<file path="src/hw/rtl/htsd_pkg.sv">
package htsd_pkg;

  // Field and state widths
  localparam int unsigned PicW      = 16;
  localparam int unsigned CtbLog2W  = 3;
  localparam int unsigned TileIdxW  = 5;
  localparam int unsigned ExplW     = 13;
  localparam int unsigned CtbsW     = 14;
  localparam int unsigned SumW      = 18;
  localparam int unsigned LumaW     = 20;
  localparam int unsigned CfgIdxW   = 3;

  // Serial divider sizing: (index + 1) * N stays below 2^18 when the
  // divider is used, and the divisor is a tile count of at most 32.
  localparam int unsigned DivDividendW = 18;
  localparam int unsigned DivDivisorW  = 6;

  // Tile count limit and legal CTB size range
  localparam int unsigned MaxTiles = 32;
  localparam logic [CtbLog2W-1:0] CtbLog2Min = 3'd3;
  localparam logic [CtbLog2W-1:0] CtbLog2Max = 3'd6;

  // Configuration register indexes
  typedef enum logic [CfgIdxW-1:0] {
    CfgPicSizeLuma     = 3'd0,
    CfgCtbLog2Size     = 3'd1,
    CfgTileCountMinus1 = 3'd2,
    CfgUniformSpacing  = 3'd3,
    CfgMinTileSize     = 3'd4
  } cfg_idx_e;

endpackage

</file>
<file path="src/hw/rtl/htsd_div.sv">
module htsd_div #(
  parameter int unsigned DividendW = 18,
  parameter int unsigned DivisorW  = 6
) (
  input  logic                 clk_i,
  input  logic                 rst_ni,
  input  logic                 start_i,
  input  logic [DividendW-1:0] dividend_i,
  input  logic [DivisorW-1:0]  divisor_i,
  output logic                 done_o,
  output logic [DividendW-1:0] quotient_o
);

  localparam int unsigned CntW = (DividendW > 1) ? $clog2(DividendW) : 1;

  logic [DividendW-1:0] shift_q;
  logic [DivisorW-1:0]  rem_q;
  logic [DivisorW-1:0]  rem_d;
  logic [DivisorW-1:0]  divisor_q;
  logic [CntW-1:0]      cnt_q;
  logic                 busy_q;
  logic                 done_q;
  logic [DivisorW:0]    trial;
  logic                 qbit;

  // One restoring step: bring down the next dividend bit and try the subtraction.
  assign trial = {rem_q, shift_q[DividendW-1]};
  assign qbit  = (trial >= {1'b0, divisor_q});
  assign rem_d = qbit ? DivisorW'(trial - {1'b0, divisor_q}) : trial[DivisorW-1:0];

  // The dividend shifts out at the top while quotient bits shift in at the bottom.
  always_ff @(posedge clk_i or negedge rst_ni) begin
    if (!rst_ni) begin
      busy_q <= 1'b0;
      done_q <= 1'b0;
      cnt_q  <= '0;
    end else begin
      done_q <= 1'b0;
      if (start_i) begin
        busy_q <= 1'b1;
        cnt_q  <= '0;
      end else if (busy_q) begin
        cnt_q <= cnt_q + CntW'(1);
        if (cnt_q == CntW'(DividendW - 1)) begin
          busy_q <= 1'b0;
          done_q <= 1'b1;
        end
      end
    end
  end

  // Datapath registers carry no reset.
  always_ff @(posedge clk_i) begin
    if (start_i) begin
      shift_q   <= dividend_i;
      rem_q     <= '0;
      divisor_q <= divisor_i;
    end else if (busy_q) begin
      shift_q <= {shift_q[DividendW-2:0], qbit};
      rem_q   <= rem_d;
    end
  end

  assign done_o     = done_q;
  assign quotient_o = shift_q;

endmodule

</file>
<file path="src/hw/rtl/hevc_tile_size_derivation.sv">
// Tile size derivation along one picture dimension (columns or rows).
// Configuration goes through the always-ready cfg channel (index and data);
// write it only while no tile is in progress; the block does not enforce it.
// Each beat on the s_axis channel asks for the next tile; in explicit mode it
// carries that tile's size in CTBs minus one, otherwise its data is ignored.
// Each input beat yields exactly one m_axis beat: the tile size in luma
// samples, its index, the below-minimum and negative-remainder flags, and
// tlast marking the final tile of the dimension.
// Explicit tiles and the last uniform tile go from acceptance to StFinish and
// then to the output register; other uniform tiles first wait in StDivide on
// the bit-serial divider, which resolves one quotient bit per cycle over an
// 18-bit dividend. A new beat is taken in the cycle after the result loads.
// The result sits in an output register, so the next beat is accepted while
// it waits; if the receiver stalls, the block holds the following result
// until the output register frees up.
// Reset returns the configuration to its defaults (1920 samples, 64-sample
// CTBs, one tile, uniform spacing, minimum 256) and the tile position to zero.
module hevc_tile_size_derivation (
  input  logic        clk_i,
  input  logic        rst_ni,
  // Configuration write channel
  input  logic        cfg_valid_i,
  output logic        cfg_ready_o,
  input  logic [2:0]  cfg_index_i,
  input  logic [15:0] cfg_data_i,
  // Input stream
  input  logic        s_axis_tvalid,
  output logic        s_axis_tready,
  input  logic [15:0] s_axis_tdata,   // [12:0] explicit_size_minus1
  // Output stream
  output logic        m_axis_tvalid,
  input  logic        m_axis_tready,
  output logic [31:0] m_axis_tdata,   // [19:0] tile_size_luma, [24:20] tile_index,
                                      // [25] below_minimum, [26] remainder_negative
  output logic        m_axis_tlast    // last_tile
);

  localparam int unsigned CtbsW    = htsd_pkg::CtbsW;
  localparam int unsigned SumW     = htsd_pkg::SumW;
  localparam int unsigned LumaW    = htsd_pkg::LumaW;
  localparam int unsigned TileIdxW = htsd_pkg::TileIdxW;
  localparam int unsigned CtbLog2W = htsd_pkg::CtbLog2W;
  localparam int unsigned PicW     = htsd_pkg::PicW;
  localparam int unsigned ExplW    = htsd_pkg::ExplW;
  localparam int unsigned DivNW    = htsd_pkg::DivDividendW;
  localparam int unsigned DivDW    = htsd_pkg::DivDivisorW;

  typedef enum logic [1:0] {
    StIdle,
    StDivide,
    StFinish
  } state_e;

  state_e state_q;

  // Configuration registers
  logic [PicW-1:0]     cfg_pic_q;
  logic [CtbLog2W-1:0] cfg_log2_q;
  logic [TileIdxW-1:0] cfg_tm1_q;
  logic                cfg_uni_q;
  logic [PicW-1:0]     cfg_min_q;

  // Tile position state
  logic [TileIdxW-1:0] tile_counter_q;
  logic [SumW-1:0]     sum_q;
  logic [CtbsW-1:0]    prev_q;

  // Per-tile working registers
  logic                last_q;
  logic                uni_q;
  logic [ExplW-1:0]    expl_q;
  logic [CtbsW-1:0]    n_q;
  logic [CtbLog2W-1:0] l2_q;

  // Output register
  logic                m_valid_q;
  logic [LumaW-1:0]    out_luma_q;
  logic [TileIdxW-1:0] out_idx_q;
  logic                out_below_q;
  logic                out_neg_q;
  logic                out_last_q;

  // Accept-time values
  logic                accept;
  logic [CtbLog2W-1:0] l2_d;
  logic [PicW:0]       round_mask;
  logic [CtbsW-1:0]    n_d;
  logic [TileIdxW-1:0] tm1_d;
  logic                last_d;
  logic                div_start;
  logic [DivNW-1:0]    dividend_d;
  logic [DivDW-1:0]    divisor_d;

  // Finish-time values
  logic                div_done;
  logic [DivNW-1:0]    quotient;
  logic [CtbsW-1:0]    bound_d;
  logic [CtbsW-1:0]    size_d;
  logic                neg_d;
  logic [SumW-1:0]     sum_d;
  logic [LumaW-1:0]    luma_d;
  logic                out_free;

  assign cfg_ready_o   = 1'b1;
  assign s_axis_tready = (state_q == StIdle);
  assign accept        = s_axis_tvalid && s_axis_tready;
  assign out_free      = !m_valid_q || m_axis_tready;

  // Picture size in CTBs, rounded up, and the tile this beat asks for.
  always_comb begin
    if (cfg_log2_q < htsd_pkg::CtbLog2Min) begin
      l2_d = htsd_pkg::CtbLog2Min;
    end else if (cfg_log2_q > htsd_pkg::CtbLog2Max) begin
      l2_d = htsd_pkg::CtbLog2Max;
    end else begin
      l2_d = cfg_log2_q;
    end
    round_mask = ((PicW+1)'(1) << l2_d) - (PicW+1)'(1);
    n_d        = CtbsW'(({1'b0, cfg_pic_q} + round_mask) >> l2_d);
    if (cfg_tm1_q > TileIdxW'(htsd_pkg::MaxTiles - 1)) begin
      tm1_d = TileIdxW'(htsd_pkg::MaxTiles - 1);
    end else begin
      tm1_d = cfg_tm1_q;
    end
    last_d     = (tile_counter_q >= tm1_d);
    div_start  = accept && cfg_uni_q && !last_d;
    dividend_d = DivNW'(DivNW'({1'b0, tile_counter_q} + (TileIdxW+1)'(1)) * DivNW'(n_d));
    divisor_d  = DivDW'({1'b0, tm1_d}) + DivDW'(1);
  end

  htsd_div #(
    .DividendW (DivNW),
    .DivisorW  (DivDW)
  ) u_div (
    .clk_i      (clk_i),
    .rst_ni     (rst_ni),
    .start_i    (div_start),
    .dividend_i (dividend_d),
    .divisor_i  (divisor_d),
    .done_o     (div_done),
    .quotient_o (quotient)
  );

  // Tile size in CTBs, then in luma samples.
  always_comb begin
    bound_d = last_q ? n_q : CtbsW'(quotient);
    neg_d   = 1'b0;
    sum_d   = sum_q;
    if (uni_q) begin
      size_d = (bound_d >= prev_q) ? (bound_d - prev_q) : '0;
    end else if (!last_q) begin
      size_d = CtbsW'({1'b0, expl_q}) + CtbsW'(1);
      sum_d  = sum_q + SumW'(size_d);
    end else if (sum_q > SumW'(n_q)) begin
      neg_d  = 1'b1;
      size_d = '0;
    end else begin
      size_d = CtbsW'(SumW'(n_q) - sum_q);
    end
    luma_d = LumaW'(size_d) << l2_q;
  end

  // Control, configuration, tile position and output register.
  always_ff @(posedge clk_i or negedge rst_ni) begin
    if (!rst_ni) begin
      state_q        <= StIdle;
      cfg_pic_q      <= PicW'(1920);
      cfg_log2_q     <= CtbLog2W'(6);
      cfg_tm1_q      <= '0;
      cfg_uni_q      <= 1'b1;
      cfg_min_q      <= PicW'(256);
      tile_counter_q <= '0;
      sum_q          <= '0;
      prev_q         <= '0;
      m_valid_q      <= 1'b0;
    end else begin
      // Register writes; indexes beyond the list are dropped.
      if (cfg_valid_i) begin
        case (htsd_pkg::cfg_idx_e'(cfg_index_i))
          htsd_pkg::CfgPicSizeLuma:     cfg_pic_q  <= cfg_data_i;
          htsd_pkg::CfgCtbLog2Size:     cfg_log2_q <= cfg_data_i[CtbLog2W-1:0];
          htsd_pkg::CfgTileCountMinus1: cfg_tm1_q  <= cfg_data_i[TileIdxW-1:0];
          htsd_pkg::CfgUniformSpacing:  cfg_uni_q  <= cfg_data_i[0];
          htsd_pkg::CfgMinTileSize:     cfg_min_q  <= cfg_data_i;
          default: ;
        endcase
      end

      // The output beat is loaded at finish and dropped once it is taken.
      if (state_q == StFinish && out_free) begin
        m_valid_q <= 1'b1;
      end else if (m_axis_tready) begin
        m_valid_q <= 1'b0;
      end

      case (state_q)
        StIdle: begin
          if (accept) begin
            state_q <= div_start ? StDivide : StFinish;
          end
        end
        StDivide: begin
          if (div_done) begin
            state_q <= StFinish;
          end
        end
        StFinish: begin
          if (out_free) begin
            state_q <= StIdle;
            if (last_q) begin
              tile_counter_q <= '0;
              sum_q          <= '0;
              prev_q         <= '0;
            end else begin
              tile_counter_q <= tile_counter_q + TileIdxW'(1);
              sum_q          <= sum_d;
              if (uni_q) begin
                prev_q <= bound_d;
              end
            end
          end
        end
        default: state_q <= StIdle;
      endcase
    end
  end

  // Payload registers.
  always_ff @(posedge clk_i) begin
    if (accept) begin
      last_q <= last_d;
      uni_q  <= cfg_uni_q;
      expl_q <= s_axis_tdata[ExplW-1:0];
      n_q    <= n_d;
      l2_q   <= l2_d;
    end
    if (state_q == StFinish && out_free) begin
      out_luma_q  <= luma_d;
      out_idx_q   <= tile_counter_q;
      out_below_q <= (luma_d < LumaW'(cfg_min_q));
      out_neg_q   <= neg_d;
      out_last_q  <= last_q;
    end
  end

  assign m_axis_tvalid = m_valid_q;
  assign m_axis_tdata  = {5'b0, out_neg_q, out_below_q, out_idx_q, out_luma_q};
  assign m_axis_tlast  = out_last_q;

endmodule
</file>
<file path="config.mk">
export PLATFORM = sky130hd
export DESIGN_NAME = hevc_tile_size_derivation
export DESIGN_NICKNAME = d
export VERILOG_FILES = /design/src/hw/rtl/htsd_pkg.sv /design/src/hw/rtl/htsd_div.sv /design/src/hw/rtl/hevc_tile_size_derivation.sv
export SDC_FILE = /design/constraint.sdc
export NUM_CORES = 1
export LEC_CHECK = 0
export ABC_AREA = 1
export BUFFER_PORTS_ARGS = -buffer_cell sky130_fd_sc_hd__buf_2
export CAP_MARGIN = 30
export CORE_ASPECT_RATIO = 1.25
export CORE_UTILIZATION = 65
export CTS_BUF_LIST = sky130_fd_sc_hd__clkbuf_2 sky130_fd_sc_hd__clkbuf_4 sky130_fd_sc_hd__clkbuf_8
export DETAILED_ROUTE_END_ITERATION = 6
export PLACE_DENSITY = 0.9
export SETUP_SLACK_MARGIN = 0.05
export SLEW_MARGIN = 20
export SYNTH_ARGS = -nofsm -noshare
export SYNTH_HDL_FRONTEND = slang
export SYNTH_HIERARCHICAL = 1
export SYNTH_SLANG_ARGS = --single-unit
export TNS_END_PERCENT = 30
</file>
<file path="constraint.sdc">
create_clock -name clk_i -period 8.8 [get_ports clk_i]
set_input_delay 1.76 -clock clk_i [delete_from_list [all_inputs] [get_ports clk_i]]
set_output_delay 1.76 -clock clk_i [all_outputs]
set_load 0.01 [all_outputs]
</file>
; ---- After elaboration in Yosys (flattened, before gate mapping)
; Cells that the tools add are included.
[word_totals]
register_bits = 178
out_inout_bits = 36
wordCells = 115
[op_classes]
n_addsub = 11
n_mul = 1
magnitude_cmp = 8
eq_ne = 11
shifts = 3
mux = 32
n_bitwise = 1
n_reduce_logical = 22
[op_table]
columns = operator, count
row1 = 14-bit 2-to-1 mux, 7
row2 = 18-bit 2-to-1 mux, 4
row3 = 14-bit subtractor, 2
row4 = 20-bit by 16-bit < comparator with 1-bit output, 1
row5 = 5-bit 2-to-1 mux, 4
row6 = 14-bit by 3-bit << shifter with 20-bit output, 1
row7 = 18-bit by 14-bit adder with 18-bit output, 1
row8 = 18-bit by 14-bit > comparator with 1-bit output, 1
row9 = 6-bit by 14-bit multiplier with 18-bit output, 1
row10 = 16-bit by 17-bit adder with 17-bit output, 1
row11 = "1-bit by 3-bit << shifter with 17-bit output, first input constant", 1
row12 = 17-bit by 3-bit >> shifter with 14-bit output, 1
row13 = "17-bit by 2-bit subtractor with 17-bit output, second input constant", 1
row14 = "13-bit by 1-bit adder with 14-bit output, second input constant", 1
row15 = 14-bit greater-or-equal comparator, 1
row16 = "5-bit by 1-bit adder with 6-bit output, second input constant", 2
row17 = 2-bit AND reduction, 6
row18 = "5-bit by 1-bit adder with 5-bit output, second input constant", 2
row19 = 1-bit 2-to-1 mux, 9
row20 = 3-bit AND reduction, 3
row21 = 2-bit 2-to-1 mux, 4
row22 = 7-bit by 6-bit greater-or-equal comparator with 1-bit output, 1
row23 = "3-bit by 2-bit == test with 1-bit output, second input constant", 2
row24 = 3-bit 2-to-1 mux, 2
row25 = 22 further kinds, 30

; ---- Longest topological paths before layout
[logic_depth]
word_depth = 9
depth_mapped = 45
mapped_depth_nobuf = 44

; ---- Cells and area by module
; Netlist, hierarchy kept.
[by_module_without_submodules]
columns = module, instances, cells_each, area_each_um2, seq_area_each_um2
row1 = hevc_tile_size_derivation, 1, 1754, 13085.0, 3838.7
row2 = htsd_div, 1, 218, 1949.4, 1016.0

; ---- Worst setup path before layout
; OpenSTA, ideal clock, no wires.
[synth_path]
path_kind = flip-flop to flip-flop
startpoint = reg cfg_log2_q[2]
endpoint = reg u_div.shift_q[17], in the netlist u_div/quotient_o[17] (data pin)
t_arrival_ns = 6.441
t_required_ns = 8.548
slack_ns = 2.107
stages_incl_launch_ff = 42
n_path_buf = 1
period_less_slack_ns = 6.693
path_cell_list = dfstp_2 > inv_2 > nor2_1 > clkbuf_1 > nand2_1 > ha_1 > inv_1 > ha_1 > inv_1 > o21ai_1 > a21oi_1 > nand2_1 > xor2_1 > inv_1 > o21ai_1 > nor2_1 > a31oi_1 > o21ai_1 > [... 6 more ...] > ha_1 > nand2_1 > nand2_1 > nand3_1 > nand2_1 > a21oi_1 > o21ai_1 > a21o_1 > a21oi_1 > o21ai_1 > nand2_1 > nand2_1 > nand2_1 > nand2_1 > nand3_1 > nand2_1 > nand2_1 > nand2_1
[synth_via]
elab_chain_cells = 9
word_cells_on_any_way = 10
[synth_rtl]
columns = element, line
row1 = from (decl), hevc_tile_size_derivation.sv:58  ; logic [CtbLog2W-1:0] cfg_log2_q;
row2 = from (signal assigned), hevc_tile_size_derivation.sv:168  ; cfg_log2_q <= CtbLog2W'(6);
row3 = from (signal assigned), hevc_tile_size_derivation.sv:181  ; htsd_pkg::CfgCtbLog2Size: cfg_log2_q <= cfg_data_i[CtbLog2W-1:0];
row4 = 3-bit > comparator, hevc_tile_size_derivation.sv:113  ; end else if (cfg_log2_q > htsd_pkg::CtbLog2Max) begin
row5 = 3-bit 2-to-1 mux, hevc_tile_size_derivation.sv:113
row6 = 3-bit 2-to-1 mux *, hevc_tile_size_derivation.sv:111  ; if (cfg_log2_q < htsd_pkg::CtbLog2Min) begin
row7 = 1-bit by 3-bit << shifter with 17-bit output, hevc_tile_size_derivation.sv:118  ; round_mask = ((PicW+1)'(1) << l2_d) - (PicW+1)'(1);
row8 = 17-bit by 2-bit subtractor with 17-bit output, hevc_tile_size_derivation.sv:118
row9 = 16-bit by 17-bit adder with 17-bit output, hevc_tile_size_derivation.sv:119  ; n_d = CtbsW'(({1'b0, cfg_pic_q} + round_mask) >> l2_d);
row10 = 17-bit by 3-bit >> shifter with 14-bit output *, hevc_tile_size_derivation.sv:119
row11 = 6-bit by 14-bit multiplier with 18-bit output *, hevc_tile_size_derivation.sv:127  ; dividend_d = DivNW'(DivNW'({1'b0, tile_counter_q} + (TileIdxW+1)'(1)) * DivNW'(n_d));
row12 = via dividend_d[17], hevc_tile_size_derivation.sv:91  ; logic [DivNW-1:0] dividend_d;
row13 = 18-bit 2-to-1 mux *, htsd_div.sv:54  ; if (start_i) begin
row14 = to (signal assigned), htsd_div.sv:55  ; shift_q <= dividend_i;
row15 = to (signal assigned), htsd_div.sv:59  ; shift_q <= {shift_q[DividendW-2:0], qbit};
row16 = to (decl), htsd_div.sv:16  ; logic [DividendW-1:0] shift_q;
; The timed path passes the listed nets; every way through them passes the cells marked *.
; A chain may end at the register's enable or synchronous reset.

; ---- Worst setup path after layout
; Same ends and word-level chain as after synthesis.

==> flow_summary_export.csv <==
group,metric,value,unit
floorplanning,dieWidth,138,um
min_path,min_from,"u_div/rem_q[5]",
global_route,grt_pass1_wl,62100,um
worst_setup_path,cp_slowest_cell,"dfstp_2",
final_layout,utilization,71.1,%
cts,cts_buffer_depth,2,
global_route,met1_usage,38.1,%
status,status,"finished, final reports clean",
cts,cts_buffers,17,
synthesis,yosysSeqAreaShare,32.3,%
cts,cts_sinks,178,
detailed_routing,route.vias.total,13432,
synthesis,async_flop_share,49.4,%
floorplanning,start_util,67.0,%
detailed_routing,wl_per_cell,16.7,um
placed_design,io_buffers,66,
final_layout,area_growth_syn_to_layout,6.13,%
worst_setup_path,reg2reg_from,"cfg_log2_q[2]",
global_route,busiest_layer,"met2",
timing,max_freq,0.129,GHz
detailed_routing,drc,0,
global_route,grt_use_met3,3.52,%
power_and_ir_drop,p_leak,8.25,nW
global_route,grt_max_degree,64,
power_and_ir_drop,ir_drop,0.346,mV
cts,clk_pin_slew,0.10,ns
worst_setup_path,arrival,7.99,ns
synthesis,ys_ff_latch,178,
cts,clk_latency,0.50,ns
worst_setup_path,path_class,"flip-flop to flip-flop",
cts,root_buffer,"clkbuf_8",
synthesis,ys_types,64,
global_route,grt_overflow,0,
synthesis,ys.flop_type,"edfxtp_1",
floorplanning,fp-row-count,61,
detailed_routing,first_pass_iters,6,
timing,setup_tns,0,ns
detailed_routing,routed_wl,38700,um
power_and_ir_drop,p_per_area,426,nW/um^2
placed_design,post-dp-hpwl,31000,um
synthesis,synth_cells,1972,
floorplanning,die-area,23700,sq um
global_route,antenna_found_initial,0,
floorplanning,dieHeight,172,um
power_and_ir_drop,switchingPower,3.64,mW
timing,fin_crit_sh,88.0,%
global_route,grtUsageMet2,60.4,%
worst_setup_path,ff2ff_path_depth,40,
run,maxCapViolCount,0,
worst_setup_path,startpoint_type,"flip-flop",
worst_setup_path,cpMostUsedCell,"nand2_1",
worst_setup_path,r2r-end,"u_div/quotient_o[17]",
final_layout,antenna_cells,0,
detailed_routing,drtAntennaViolNets,0,
timing,skew,0.0211,ns
power_and_ir_drop,p_comb_share,69.6,%
worst_setup_path,worstPathMaxFanout,15,
cts,cts_setup_buffers,0,
synthesis,synth_area,15000,sq um
synthesis,netlist_top_cells_area,"edfxtp_1 (17%), dfrtp_1 (13%), ha_1 (11%)",
cts,cts-resized-gates,0,
placed_design,place_congestion,1.01,
timing,min_period,7.74,ns
synthesis,synth_warnings,6,
detailed_routing,routed_via_density,5.79,
floorplanning,ioPinCount,76,
power_and_ir_drop,p_clk_share,7.9,%
cts,tritoncts,"done",
worst_setup_path,r2r_slack,1.06,ns
synthesis,yosys.area.top_type_share,16.8,%
final_layout,final_nets,2250,
detailed_routing,drt_first_iter_violations,1290,
synthesis,synth_edf_count,84,
floorplanning,coreArea,22400,sq um
global_route,grt_pass1_vias,12959,
synthesis,postSynthAreaPerCell,7.62,sq um
timing,timing_worst_slew_pin_value,0.973,ns
cts,hold_buffers,0,
global_route,grt.total_usage,33.1,%
min_path,min_to,"u_div/rem_q[5]",
worst_setup_path,worst_ep_required_time,9.05,ns
power_and_ir_drop,power_frac_seq,22.5,%
worst_setup_path,slowest_delay,0.75,ns
timing,finalSetupViolCount,0,
final_layout,drive_gt1_share,9.33,%
timing,slew_violations,0,
timing,rsz0062_at_grt,"false",
min_path,whs_path_depth,2,
worst_setup_path,endpoint_kind,"flip-flop",
final_layout,fillers,1779,
power_and_ir_drop,p_int,3.15,mW
synthesis,yosysTopAreaCell,"edfxtp_1",
timing,hold_viol,0,
min_path,hold_class,"flip-flop to flip-flop",
timing,slew-limit-headroom,34.9,%
power_and_ir_drop,swShare,53.6,%
cts,htree_levels,4,
logic make-up after synthesis:
group	Yosys count	synth area share, %
AND/OR/NAND/NOR	840	24.5
buffers and inverters	421	10.8
AO/OA/AOI/OAI	293	11.1
adder cells (fa/ha/maj)	186	18.1
flip-flops	178	32.3
XOR/XNOR	51	2.97
other	2	0.0500
multiplexers	1	0.0666
synthesized netlist by cell type (12+ instances only):
cell	number
nand2_1	440
dfrtp_1	80
ha_1	133
fa_1	53
o21ai_1	29
inv_1	352
nand3_1	122
xnor2_1	12
nor2_1	172
nor3_1	24
o22ai_1	29
xor2_1	39
edfxtp_1	84
o21ai_0	99
nand4_1	18
clkbuf_1	29
inv_2	15
a21oi_1	81
per-stage QoR:
| step | instances | instance area (sq um) | power [mW] | hold slack [ns] | worst slack [ns] |
|---|---|---|---|---|---|
| CTS | 2320 | 16000 | 6.72 | 0.475 | 1.12 |
| detailed placement | 2288 | 15600 | 6.17 | 0.462 | 1.16 |
| floorplan | 1980 | 15100 | 4.99 | 0.443 | 2.11 |
| finish | 2320 | 16000 | 6.79 | 0.477 | 1.06 |
| global route | 2320 | 16000 | 7.43 | 0.497 | 0.456 |
| global placement | 2287 | 15600 | 5.97 | 0.456 | 1.32 |
layout by cell type, fill, tap and decap left out, types with 8 or more instances in the layout:
cell type / count
buf_2: 65
a21oi_1: 81
inv_2: 15
nor3_1: 24
o22ai_1: 29
o21ai_1: 29
nand2_1: 440
a21o_1: 10
clkbuf_8: 18
nor2_2: 11
fa_1: 53
buf_4: 9
dfrtp_1: 80
xnor2_1: 12
nor2_1: 171
nand3b_1: 8
edfxtp_1: 84
dfstp_2: 8
nand2_2: 8
nand4_1: 18
nand3_1: 122
inv_1: 352
xor2_1: 39
conb_1: 10
ha_1: 133
a31oi_1: 8
o21ai_0: 99
per-layer routing:
layer / up-vias / part of all wire (%)
met5: - / 0
met4: 0 / 5.0
met3: 122 / 5.4
met2: 525 / 51
met1: 6362 / 39
li1: 6423 / -
state kept, by name, indices dropped and copies added, names as in the netlist, 2 cells and up:
name	cells
cfg_pic_q	16
prev_q	14
cfg_log2_q	3
cfg_tm1_q	5
u_div/divisor_q	6
cfg_min_q	16
out_luma_q	20
u_div/quotient_o	18
state_q	2
l2_q	3
out_idx_q	5
u_div/rem_q	6
sum_q	18
tile_counter_q	5
u_div/cnt_q	5
expl_q	13
n_q	14
worst max-delay path: cells and delay by family (launching register included):
family          cells  cell delay [ns]
xor+xnor            1             0.27
simple gates       17             1.35
buf+inv             5             0.53
flops               1             0.75
fa+ha+maj           6             2.57
compound gates     11             2.02
layout make-up:
cell class,instances,area [sq um],area share [%]
clock inverters,9,72.6,0.455
flip-flops and latches,178,4850,30.4
inverters,371,1390,8.73
multi-input cells,1381,8590,53.8
clock buffers,23,285,1.79
well taps,283,354,2.22
repair buffers,75,408,2.56
power groups by stage:
| stage | Clock, mW | Combinational, mW | Sequential [mW] |
|---|---|---|---|
| after floorplan | 0 | 3.53 | 1.46 |
| after global placement | 0 | 4.44 | 1.53 |
| after detailed placement | 0 | 4.64 | 1.53 |
| after CTS | 0.540 | 4.67 | 1.52 |
| after global routing | 0.570 | 5.30 | 1.56 |
| final | 0.537 | 4.73 | 1.53 |
worst max path at each step:
stage	startpoint	to	cells past startpoint	slack [ns]
after floorplan	cfg_log2_q[2]	u_div/quotient_o[17]	41	2.11
after global placement	cfg_log2_q[2]	u_div/quotient_o[17]	41	1.32
after detailed placement	cfg_log2_q[2]	u_div/quotient_o[17]	40	1.16
after CTS	cfg_log2_q[2]	u_div/quotient_o[17]	40	1.12
after global routing	cfg_log2_q[2]	u_div/quotient_o[17]	40	0.46
final	cfg_log2_q[2]	u_div/quotient_o[17]	40	1.06
(Power assumes the default switching activity.)
